<file path="config.mk">
export PLATFORM = sky130hd
export DESIGN_NAME = gbdo_out_fifo
export DESIGN_NICKNAME = d
export VERILOG_FILES = /design/src/sv/gbdo_pkg.sv /design/src/sv/gbdo_out_fifo.sv
export SDC_FILE = /design/constraint.sdc
export NUM_CORES = 1
export LEC_CHECK = 0
export BUFFER_PORTS_ARGS = -buffer_cell sky130_fd_sc_hd__buf_2
export CAP_MARGIN = 20
export CORE_AREA = 5 5 54 56
export CTS_BUF_LIST = sky130_fd_sc_hd__clkbuf_16
export CTS_CLUSTER_DIAMETER = 100
export DETAILED_ROUTE_END_ITERATION = 10
export DIE_AREA = 0 0 59 61
export PLACE_DENSITY = 0.6
export SYNTH_ARGS = -nofsm -noshare
export SYNTH_HDL_FRONTEND = slang
export SYNTH_SLANG_ARGS = --single-unit
</file>
<file path="constraint.sdc">
create_clock -name clk_i -period 1.8 [get_ports clk_i]
set_input_delay 0.36 -clock clk_i [delete_from_list [all_inputs] [get_ports clk_i]]
set_output_delay 0.36 -clock clk_i [all_outputs]
set_load 0.005 [all_outputs]
</file>
<file path="src/sv/gbdo_pkg.sv">
// gbdo_pkg: shared types and constants for graph_bfs_dfs_order.
// Used by gbdo_out_fifo and graph_bfs_dfs_order; depends on nothing.
package gbdo_pkg;

  localparam int MAX_NODES   = 64;
  localparam int MAX_EDGES   = 256;
  localparam int ENTRY_COUNT = 2 * MAX_EDGES;
  localparam int NODE_W      = 6;
  localparam int NA_W        = $clog2(MAX_NODES);
  localparam int CNT_W       = $clog2(MAX_NODES + 1);
  localparam int EA_W        = $clog2(ENTRY_COUNT);
  localparam int CUR_W       = EA_W + 1;
  localparam int ET_W        = $clog2(MAX_EDGES + 1);
  localparam logic [CUR_W-1:0] NIL_ENTRY = CUR_W'(ENTRY_COUNT);

  typedef enum logic [1:0] {
    KIND_ADD   = 2'd0,
    KIND_RUN   = 2'd1,
    KIND_CLEAR = 2'd2,
    KIND_NONE  = 2'd3
  } kind_e;

  typedef enum logic [3:0] {
    ST_IDLE,
    ST_ADD_A,
    ST_ADD_B,
    ST_ADD_C,
    ST_BFS_POP,
    ST_BFS_HEAD,
    ST_BFS_CUR,
    ST_BFS_NB,
    ST_DFS_INIT,
    ST_DFS_STEP,
    ST_DFS_POP,
    ST_DFS_NB,
    ST_DFS_PUSH,
    ST_RUN_END
  } state_e;

  typedef struct packed {
    logic [NODE_W-1:0] vertex;
    logic              last;
    logic              dropped;
  } out_beat_t;

endpackage

</file>
<file path="src/sv/gbdo_out_fifo.sv">
// gbdo_out_fifo: two-entry result buffer between the sequencer and the output channel.
// Depends on gbdo_pkg for the result beat type.
module gbdo_out_fifo (
  input  logic                clk_i,
  input  logic                rst_ni,
  input  logic                push_i,
  input  gbdo_pkg::out_beat_t data_i,
  output logic                full_o,
  output logic                valid_o,
  input  logic                stall_i,
  output gbdo_pkg::out_beat_t data_o
);
  import gbdo_pkg::*;

  out_beat_t  slot_q [2];
  logic       wp_q, wp_d, rp_q, rp_d;
  logic [1:0] cnt_q, cnt_d;
  logic       pop;

  assign valid_o = (cnt_q != 2'd0);
  assign full_o  = (cnt_q == 2'd2);
  assign data_o  = slot_q[rp_q];
  assign pop     = valid_o && !stall_i;

  always_comb begin
    wp_d  = wp_q;
    rp_d  = rp_q;
    cnt_d = cnt_q;
    if (push_i) begin
      wp_d = ~wp_q;
    end
    if (pop) begin
      rp_d = ~rp_q;
    end
    if (push_i && !pop) begin
      cnt_d = cnt_q + 2'd1;
    end else if (pop && !push_i) begin
      cnt_d = cnt_q - 2'd1;
    end
  end

  always_ff @(posedge clk_i or negedge rst_ni) begin
    if (!rst_ni) begin
      wp_q  <= 1'b0;
      rp_q  <= 1'b0;
      cnt_q <= 2'd0;
    end else begin
      wp_q  <= wp_d;
      rp_q  <= rp_d;
      cnt_q <= cnt_d;
    end
  end

  always_ff @(posedge clk_i) begin
    if (push_i) begin
      slot_q[wp_q] <= data_i;
    end
  end

  assert property (@(posedge clk_i) disable iff (!rst_ni) push_i |-> !full_o || pop)
    else $error("beat pushed into full buffer");
  assert property (@(posedge clk_i) disable iff (!rst_ni)
                   (cnt_q == 2'd0) |-> (wp_q == rp_q))
    else $error("empty buffer with misaligned pointers");
  assert property (@(posedge clk_i) disable iff (!rst_ni) cnt_q != 2'd3)
    else $error("buffer count overrun");

endmodule

</file>
==> impl_metrics.toml, run 1 <==
[power]
comb_power_share_pct = 26.0
switching_power_mw = 0.383
power_density_nw_per_um2 = 1540
p_int_mw = 1.17
power_frac_clock_pct = 27.6
ir_drop_mv = 0.686
p_leak_nw = 0.409
power_frac_seq_pct = 46.4
total_power_mw = 1.56
p_sw_share_pct = 24.6

[outcome]
status = "finished, final reports clean"

[critical_path]
reg2regPathDepth = 6
crit_path_top_delay_cell = "dfrtp_1"
crit_type = "flop to output port"
critPathBufInv = 1
path_delay_family = "flip-flops"
crit_chain = "mux2_2, buf_2"
crit_required_ps = 1440
r2r_start = "cnt_q[0]"
timing.rr.end = "cnt_q[1]"
critPathLaunchType = "flop"
crit_path_max_incr_delay_ps = 580
critical_path_depth = 2
cp-end-kind = "output port"
reg2reg_setup_slack_ps = 420
critPathArrivalTime_ps = 1350
worstPathMaxFanout = 9

[grt]
globalRouteMet1Util_pct = 7.36
overflow = 0
grt_pass1_wl_um = 1700
grt_max_degree = 12
grt_pass1_vias = 422
grt_use_met3_pct = 2.98
antenna_found_initial = 0
gr-usage-all-layers_pct = 6.86
grtUsageMet2_pct = 10.9
busiest_layer = "met2"

[floorplanning]
fp.dieH_um = 61
initial_utilization_pct = 32.7
rows = 18
coreArea_um2 = 2390
die_x_um = 59
io-pin-count = 22
die_area_um2 = 3600

[route]
wirelength_um = 1130
drt_iter0_drc = 12
wire_per_inst_um = 11.6
drc = 0
dr.pass1.iters = 4
vias = 410
ant_nets = 0
viasPerCell = 4.23

[placement]
dp.cells = 92
dpl-instance-area_um2 = 925
post-place-ws_ps = 330
gp_congestion = 0.679
dp.final_hpwl_um = 869
port_buffers = 21

[job]
cap_violations = 0

[timing]
fin_crit_ps = 1710
fin_ws_ps = 91.1
tightestPinTransition_ps = 408
fin_crit_sh_pct = 94.9
clock_skew_ps = 2.85
finalSetupTns_ps = 0
relSlewSlack_pct = 72.8
fin_hold_ws_ps = 305
clock.fmax_mhz = 585
setup_viol = 0
final-max-slew-violation-count = 0
grt_setup_unrepaired = "no"
hold_viol_final = 0

[hold_path]
hold_depth = 1
worstHoldPathType = "input pin to flop"
min_to = "slot_q[0][4]"
hold_path.startpoint = "data_i[4]"

[cts]
clk_pin_slew_ps = 50
cts_sinks = 20
clk_latency_ps = 240
post_cts_buffers = 0
h-tree-depth = 1
cts_buffers = 3
cts_tree = "built"
cts_root_buf = "clkbuf_16"
cts_buffer_depth = 2

[finish]
final_common_cell = "buf_2"
final_area_um2 = 1010
fin_util_pct = 42.5
drive_gt1_share_pct = 53.7
area_growth_pct = 30.0
fillCellCount = 229
final_cell_mix = "buf_2 (21), edfxtp_1 (16), mux2_2 (8)"
fin_cells = 97
final_net_count = 81
n_antenna_cell = 0

[yosys]
synth_top_area_share_pct = 61.6
yosys_warnings = 0
synth_area_leaders = "edfxtp_1 (62%), dfrtp_1 (13%), mux2_2 (12%), xor2_1 (3.4%), xnor2_1 (2.2%)"
yosys.area.top_type = "edfxtp_1"
avgSynthCellArea_um2 = 19.0
synth-seq-cells = 20
synthesis.nets = 54
synth-seq-area-share_pct = 74.5
postSynthCellCount = 41
syn-cell-area_um2 = 779
yosysUniqueCellTypes = 13
## layer usage
layer  wire, um  part of all wire [%]
met1        453                    40
met3        128                    11
met2        541                    48
met5          0                     0
met4          7                  0.62
## sequential cells by signal, indices dropped and copies added (netlist names)
signal  cells
cnt_q       2
rp_q        1
slot_q     16
wp_q        1
## cells in the mapped netlist
master and count:
xnor2_1 2, xor2_1 3, and2_1 1, buf_2 1, or2_4 1, nor2b_1 1, nor2_1 1, dfrtp_1 4
edfxtp_1 16, mux2_2 8, ha_1 1, and2b_2 1, nand2b_4 1
## cell type report
class	count	area (um2)	area share [%]
tap	30	37.5	3.70
multi-input combinational	20	194	19.1
clock buffer	3	75.1	7.41
timing repair buffer	23	123	12.1
sequential	20	581	57.3
clock inverter	1	3.75	0.370
## what timing repair did
| action | CTS | global route |
|---|---|---|
| resized for setup | 0 | 0 |
| hold buffers | 1 | 0 |
| setup endpoints to repair | 0 | 0 |
| hold endpoints to repair | 4 | 0 |
## cell families (layout without fill, tap and decap cells)
group / count (synthesis) / after routing / share of synthesized area [%]
adder cells (fa/ha/maj): 1 / 1 / 1.60
multiplexers: 8 / 8 / 11.6
buffers and inverters: 1 / 27 / 0.641
AND/OR/NAND/NOR: 6 / 6 / 6.10
flip-flops: 20 / 20 / 74.5
XOR/XNOR: 5 / 5 / 5.62
## worst max-delay path by stage
stage	start	end	slack [ps]
final	rp_q	data_o[2]	90
after global routing	rp_q	data_o[2]	40
after CTS	rp_q	data_o[2]	50
after detailed placement	rp_q	data_o[2]	330
after global placement	rp_q	data_o[2]	360
after floorplan	cnt_q[0]	cnt_q[1]	470
## power by group through the flow
stage | clock network, mW | registers [mW] | logic [mW]
after detailed placement | 0 | 0.732 | 0.417
after CTS | 0.443 | 0.728 | 0.418
after global routing | 0.461 | 0.736 | 0.446
after global placement | 0 | 0.724 | 0.413
after floorplan | 0 | 0.678 | 0.305
final | 0.429 | 0.722 | 0.404
Note: power is estimated with default switching activity, not from simulation.
==> run 2: changes to the inputs <==
ABC_AREA = 1   (was default)
PLACE_DENSITY = 0.61   (was 0.6)
==> impl_metrics.toml, run 2 <==
[outcome]
status = "finished, final reports clean"

[finish]
fin_cells = 126
fillCellCount = 241
reg_top3 = "slot_q: 16 flops, cnt_q: 2 flops"
final_net_count = 110
largest-register = "slot_q"
fin_util_pct = 44.3
final_common_cell = "nand2_1"
final_cell_mix = "nand2_1 (31), buf_2 (21), edfxtp_1 (16)"
n_antenna_cell = 0
area_growth_pct = 31.6
largest_reg_flops = 16
drive_gt1_share_pct = 31.3

[hold_path]
hold_depth = 1
hold_path.startpoint = "data_i[3]"
worstHoldPathType = "input pin to flop"
min_to = "slot_q[0][3]"

[placement]
dp.cells = 121
gp_congestion = 0.680
dp.final_hpwl_um = 1000
port_buffers = 21

[cts]
cts_buffers = 3
clk_latency_ps = 250
post_cts_buffers = 0
cts_tree = "built"
cts_buffer_depth = 2
cts_root_buf = "clkbuf_16"
h-tree-depth = 1
clk_pin_slew_ps = 50
cts_sinks = 20

[timing]
clock.fmax_mhz = 637
hold_viol_final = 0
clock_skew_ps = 1.50
tightestPinTransition_ps = 341
grt_setup_unrepaired = "no"
fin_crit_sh_pct = 87.2
final-max-slew-violation-count = 0
finalSetupTns_ps = 0
setup_viol = 0
relSlewSlack_pct = 77.3
fin_crit_ps = 1570

[floorplanning]
coreArea_um2 = 2390
fp.dieH_um = 61
rows = 18
die_x_um = 59
initial_utilization_pct = 33.7
die_area_um2 = 3600
io-pin-count = 22

[grt]
grt_max_degree = 13
grt_pass1_vias = 525
gr-usage-all-layers_pct = 8.83
grt_pass1_wl_um = 2260
antenna_found_initial = 0
overflow = 0

[critical_path]
crit_required_ps = 1440
reg2regPathDepth = 8
reg2reg_setup_slack_ps = 460
critPathArrivalTime_ps = 1210
crit_path_max_incr_delay_ps = 540
crit_path_frequent_cell = "nand2_1"
worstPathMaxFanout = 10
crit_chain = "inv_2, nand2_1, nand2_1, buf_2"
critPathLaunchType = "flop"
cp-end-kind = "output port"
crit_type = "flop to output port"
r2r_start = "cnt_q[0]"
timing.rr.end = "cnt_q[1]"
crit_path_top_delay_cell = "dfrtp_1"

[yosys]
synth.most_common_cell = "nand2_1"
synthArstFlopShare_pct = 20.0
yosys_warnings = 0
synth_common_cells = "nand2_1 (31), edfxtp_1 (16), inv_1 (6), dfrtp_1 (4)"
synth_edf_count = 16
yosys.area.top_type = "edfxtp_1"
synthesis.nets = 83
synth-seq-area-share_pct = 72.2
yosysUniqueCellTypes = 13
synth_area_leaders = "edfxtp_1 (60%), nand2_1 (14%), dfrtp_1 (12%), inv_1 (2.8%), ha_1 (1.6%)"
avgSynthCellArea_um2 = 11.5
synth-main-ff-cell = "edfxtp_1"
syn-cell-area_um2 = 805
synth-seq-cells = 20
synth_top_area_share_pct = 59.7
postSynthCellCount = 70

[power]
p_leak_nw = 0.502
total_power_mw = 1.76
power_density_nw_per_um2 = 1660
ir_drop_mv = 0.709

[route]
wire_per_inst_um = 10.9
viasPerCell = 4.20
wirelength_um = 1370
drt_iter0_drc = 8
vias = 529
drc = 0
dr.pass1.iters = 4
ant_nets = 0

[job]
cap_violations = 0
## run 2: changes by cell type in the layout (fill, tap and decap cells not counted), moves of 2 or more
cell | previous run | this run
nand2_1 | 0 | 31
mux2_2 | 8 | 0
inv_1 | 0 | 6
inv_2 | 0 | 2
nand2_2 | 0 | 2
nand3_1 | 0 | 2
xor2_1 | 3 | 1
## run 2: worst max-delay path by stage
stage          slack [ps]         to      from  cells after the start
5_1_grt               130  data_o[3]      rp_q                      4
6_report              230  data_o[0]      rp_q                      4
4_1_cts               210  data_o[0]      rp_q                      4
3_3_place_gp          480  data_o[0]      rp_q                      4
3_5_place_dp          480  data_o[0]      rp_q                      4
2_1_floorplan         610   cnt_q[1]  cnt_q[0]                      8
## run 2: through the flow
stage	cell area [um2]	setup slack [ps]	hold slack, ps
floorplan	805	608	64.4
global placement	943	481	173
detailed placement	943	477	171
CTS	1060	208	299
global route	1060	126	296
finish	1060	231	300
## run 2: metal layers
layer | GRT usage (%) | share of wire (%)
met4 | 6.80 | 3.4
met3 | 1.28 | 5.3
met5 | 0 | 0
met1 | 8.82 | 37
met2 | 16.4 | 54
## run 2: logic make-up (layout without fill, tap and decap cells)
| logic type | Yosys count | after routing | share of synthesized area [%] |
|---|---|---|---|
| simple gates | 38 | 38 | 19.0 |
| flops | 20 | 20 | 72.2 |
| buf+inv | 9 | 35 | 5.13 |
| xor+xnor | 2 | 2 | 2.18 |
| fa+ha+maj | 1 | 1 | 1.55 |
## run 2: repair_timing
action,4_1_cts,5_1_grt
endpoints found under the hold margin,4,0
resized for setup,0,0
hold buffers,1,0
## run 2: area by class of cell
cell class	count	area, um2	area share (%)
clock buffers	3	75.1	7.09
clock inverters	1	30.0	2.84
inverters	8	30.0	2.84
multi-input cells	41	183	17.3
flip-flops and latches	20	581	54.8
well taps	30	37.5	3.55
repair buffers	23	123	11.6
## run 2: power by group
| group | internal, mW | switching [mW] |
|---|---|---|
| clock | 0.441 | 0.156 |
| sequential | 0.630 | 0.0804 |
| combinational | 0.193 | 0.261 |
## run 2: worst max-delay path, delay by kind of cell, from the launching register on
family | cells | cell delay [ps]
DFF | 1 | 540
buffers and inverters | 2 | 270
and+or+nand+nor | 2 | 150
==> run 3: changes to the inputs <==
clock period = 1.6 ns   (was 1.8 ns; I/O delays follow)
==> impl_metrics.toml, run 3 (synthesis gave the netlist of run 2 again) <==
[critical_path]
critPathArrivalTime_ps = 1150
crit_required_ps = 1280
critPathLaunchType = "flop"
cp-end-kind = "output port"
crit_type = "flop to output port"
worstPathMaxFanout = 10

[timing]
fin_crit_ps = 1470
fin_crit_sh_pct = 92.0
fin_ws_ps = 128
clock_skew_ps = 2.55
hold_viol_final = 0
fin_hold_ws_ps = 258
relSlewSlack_pct = 78.6
tightestPinTransition_ps = 321
setup_viol = 0
finalSetupTns_ps = 0
final-max-slew-violation-count = 0
clock.fmax_mhz = 680
grt_setup_unrepaired = "no"

[route]
wirelength_um = 1350
ant_nets = 0
dr.pass1.iters = 4
drc = 0
viasPerCell = 4.39
wire_per_inst_um = 10.6
drt_iter0_drc = 17
vias = 557

[floorplanning]
rows = 18
fp.dieH_um = 61
die_area_um2 = 3600
die_x_um = 59
io-pin-count = 22
initial_utilization_pct = 33.7
coreArea_um2 = 2390

[power]
switching_power_mw = 0.556
comb_power_share_pct = 26.4
power_frac_clock_pct = 33.3
p_int_mw = 1.43
total_power_mw = 1.99
power_density_nw_per_um2 = 1860
p_sw_share_pct = 28.0
p_leak_nw = 0.506
ir_drop_mv = 0.738
power_frac_seq_pct = 40.4

[cts]
cts_tree = "built"
h-tree-depth = 1
clk_latency_ps = 250
cts_sinks = 20
clk_pin_slew_ps = 50
cts_root_buf = "clkbuf_16"
cts_buffers = 3
cts_buffer_depth = 2

[finish]
seq_area_um2 = 582
fin_util_pct = 44.7
n_antenna_cell = 0
largest_reg_flops = 16
largest-register = "slot_q"
fin_cells = 127
area_growth_pct = 32.7
final_area_um2 = 1070
final_net_count = 111
fillCellCount = 240
multi_input_area_um2 = 183
reg_top3 = "slot_q: 16 flops, cnt_q: 2 flops"
final_cell_mix = "nand2_1 (31), buf_2 (21), edfxtp_1 (16)"
final_common_cell = "nand2_1"
drive_gt1_share_pct = 33.0

[grt]
gr-usage-all-layers_pct = 8.92
grt_pass1_vias = 501
grt_max_degree = 13
overflow = 0
antenna_found_initial = 0
grt_pass1_wl_um = 2210

[placement]
post-place-ws_ps = 302
dp.final_hpwl_um = 997
gp_congestion = 0.658
dpl-instance-area_um2 = 951
port_buffers = 21
dp.cells = 122

[job]
cap_violations = 0

[outcome]
status = "finished, final reports clean"

[hold_path]
worstHoldPathType = "input pin to flop"
## run 3: cell types whose count changed in the layout (fill, tap and decap cells not counted), sizes merged
cell,delta
buf,+1
## run 3: worst max-delay path, stage by stage, from the launching register on
cell     delay, ps
dfrtp_2        480
inv_2          180
nand2_1         70
nand2_1         60
buf_2          100
## run 3: repair_timing
action,in CTS,in global routing
buffers inserted,0,0
setup endpoints to repair,0,8
hold endpoints to repair,4,0
gates resized for setup,0,1
hold buffers,1,0
## run 3: final timing paths
path                       cells after the start  slack [ps]       from           end
setup / recovery                               4         130       rp_q     data_o[0]
hold / removal                                 1         260  data_i[6]  slot_q[1][6]
setup reg to reg                               8         320   cnt_q[0]      cnt_q[1]
hold reg to reg                                2         480   cnt_q[1]      cnt_q[1]
max in group asynchronous                      2        1060     rst_ni          rp_q
min in group asynchronous                      2         410     rst_ni      cnt_q[0]
## run 3: layer usage
layer	track usage [%]	part of all wire, %	vias to the layer above
li1	-	-	279
met1	9.88	40	262
met2	14.0	51	12
met3	1.28	4.8	4
met4	9.71	3.6	0
met5	0	0	-
## run 3: power by group through the flow
stage	clock network, mW	registers (mW)	logic [mW]
2_1_floorplan	0	0.765	0.361
3_3_place_gp	0	0.806	0.520
3_5_place_dp	0	0.809	0.530
4_1_cts	0.684	0.798	0.539
5_1_grt	0.709	0.817	0.610
6_report	0.662	0.803	0.525
## run 3: final cells by class
type | instances | area share [%]
Tap cell | 30 | 3.52
Multi-Input combinational cell | 41 | 17.1
Clock inverter | 1 | 2.81
Inverter | 8 | 2.81
Sequential cell | 20 | 54.5
Timing Repair Buffer | 24 | 12.2
Clock buffer | 3 | 7.03
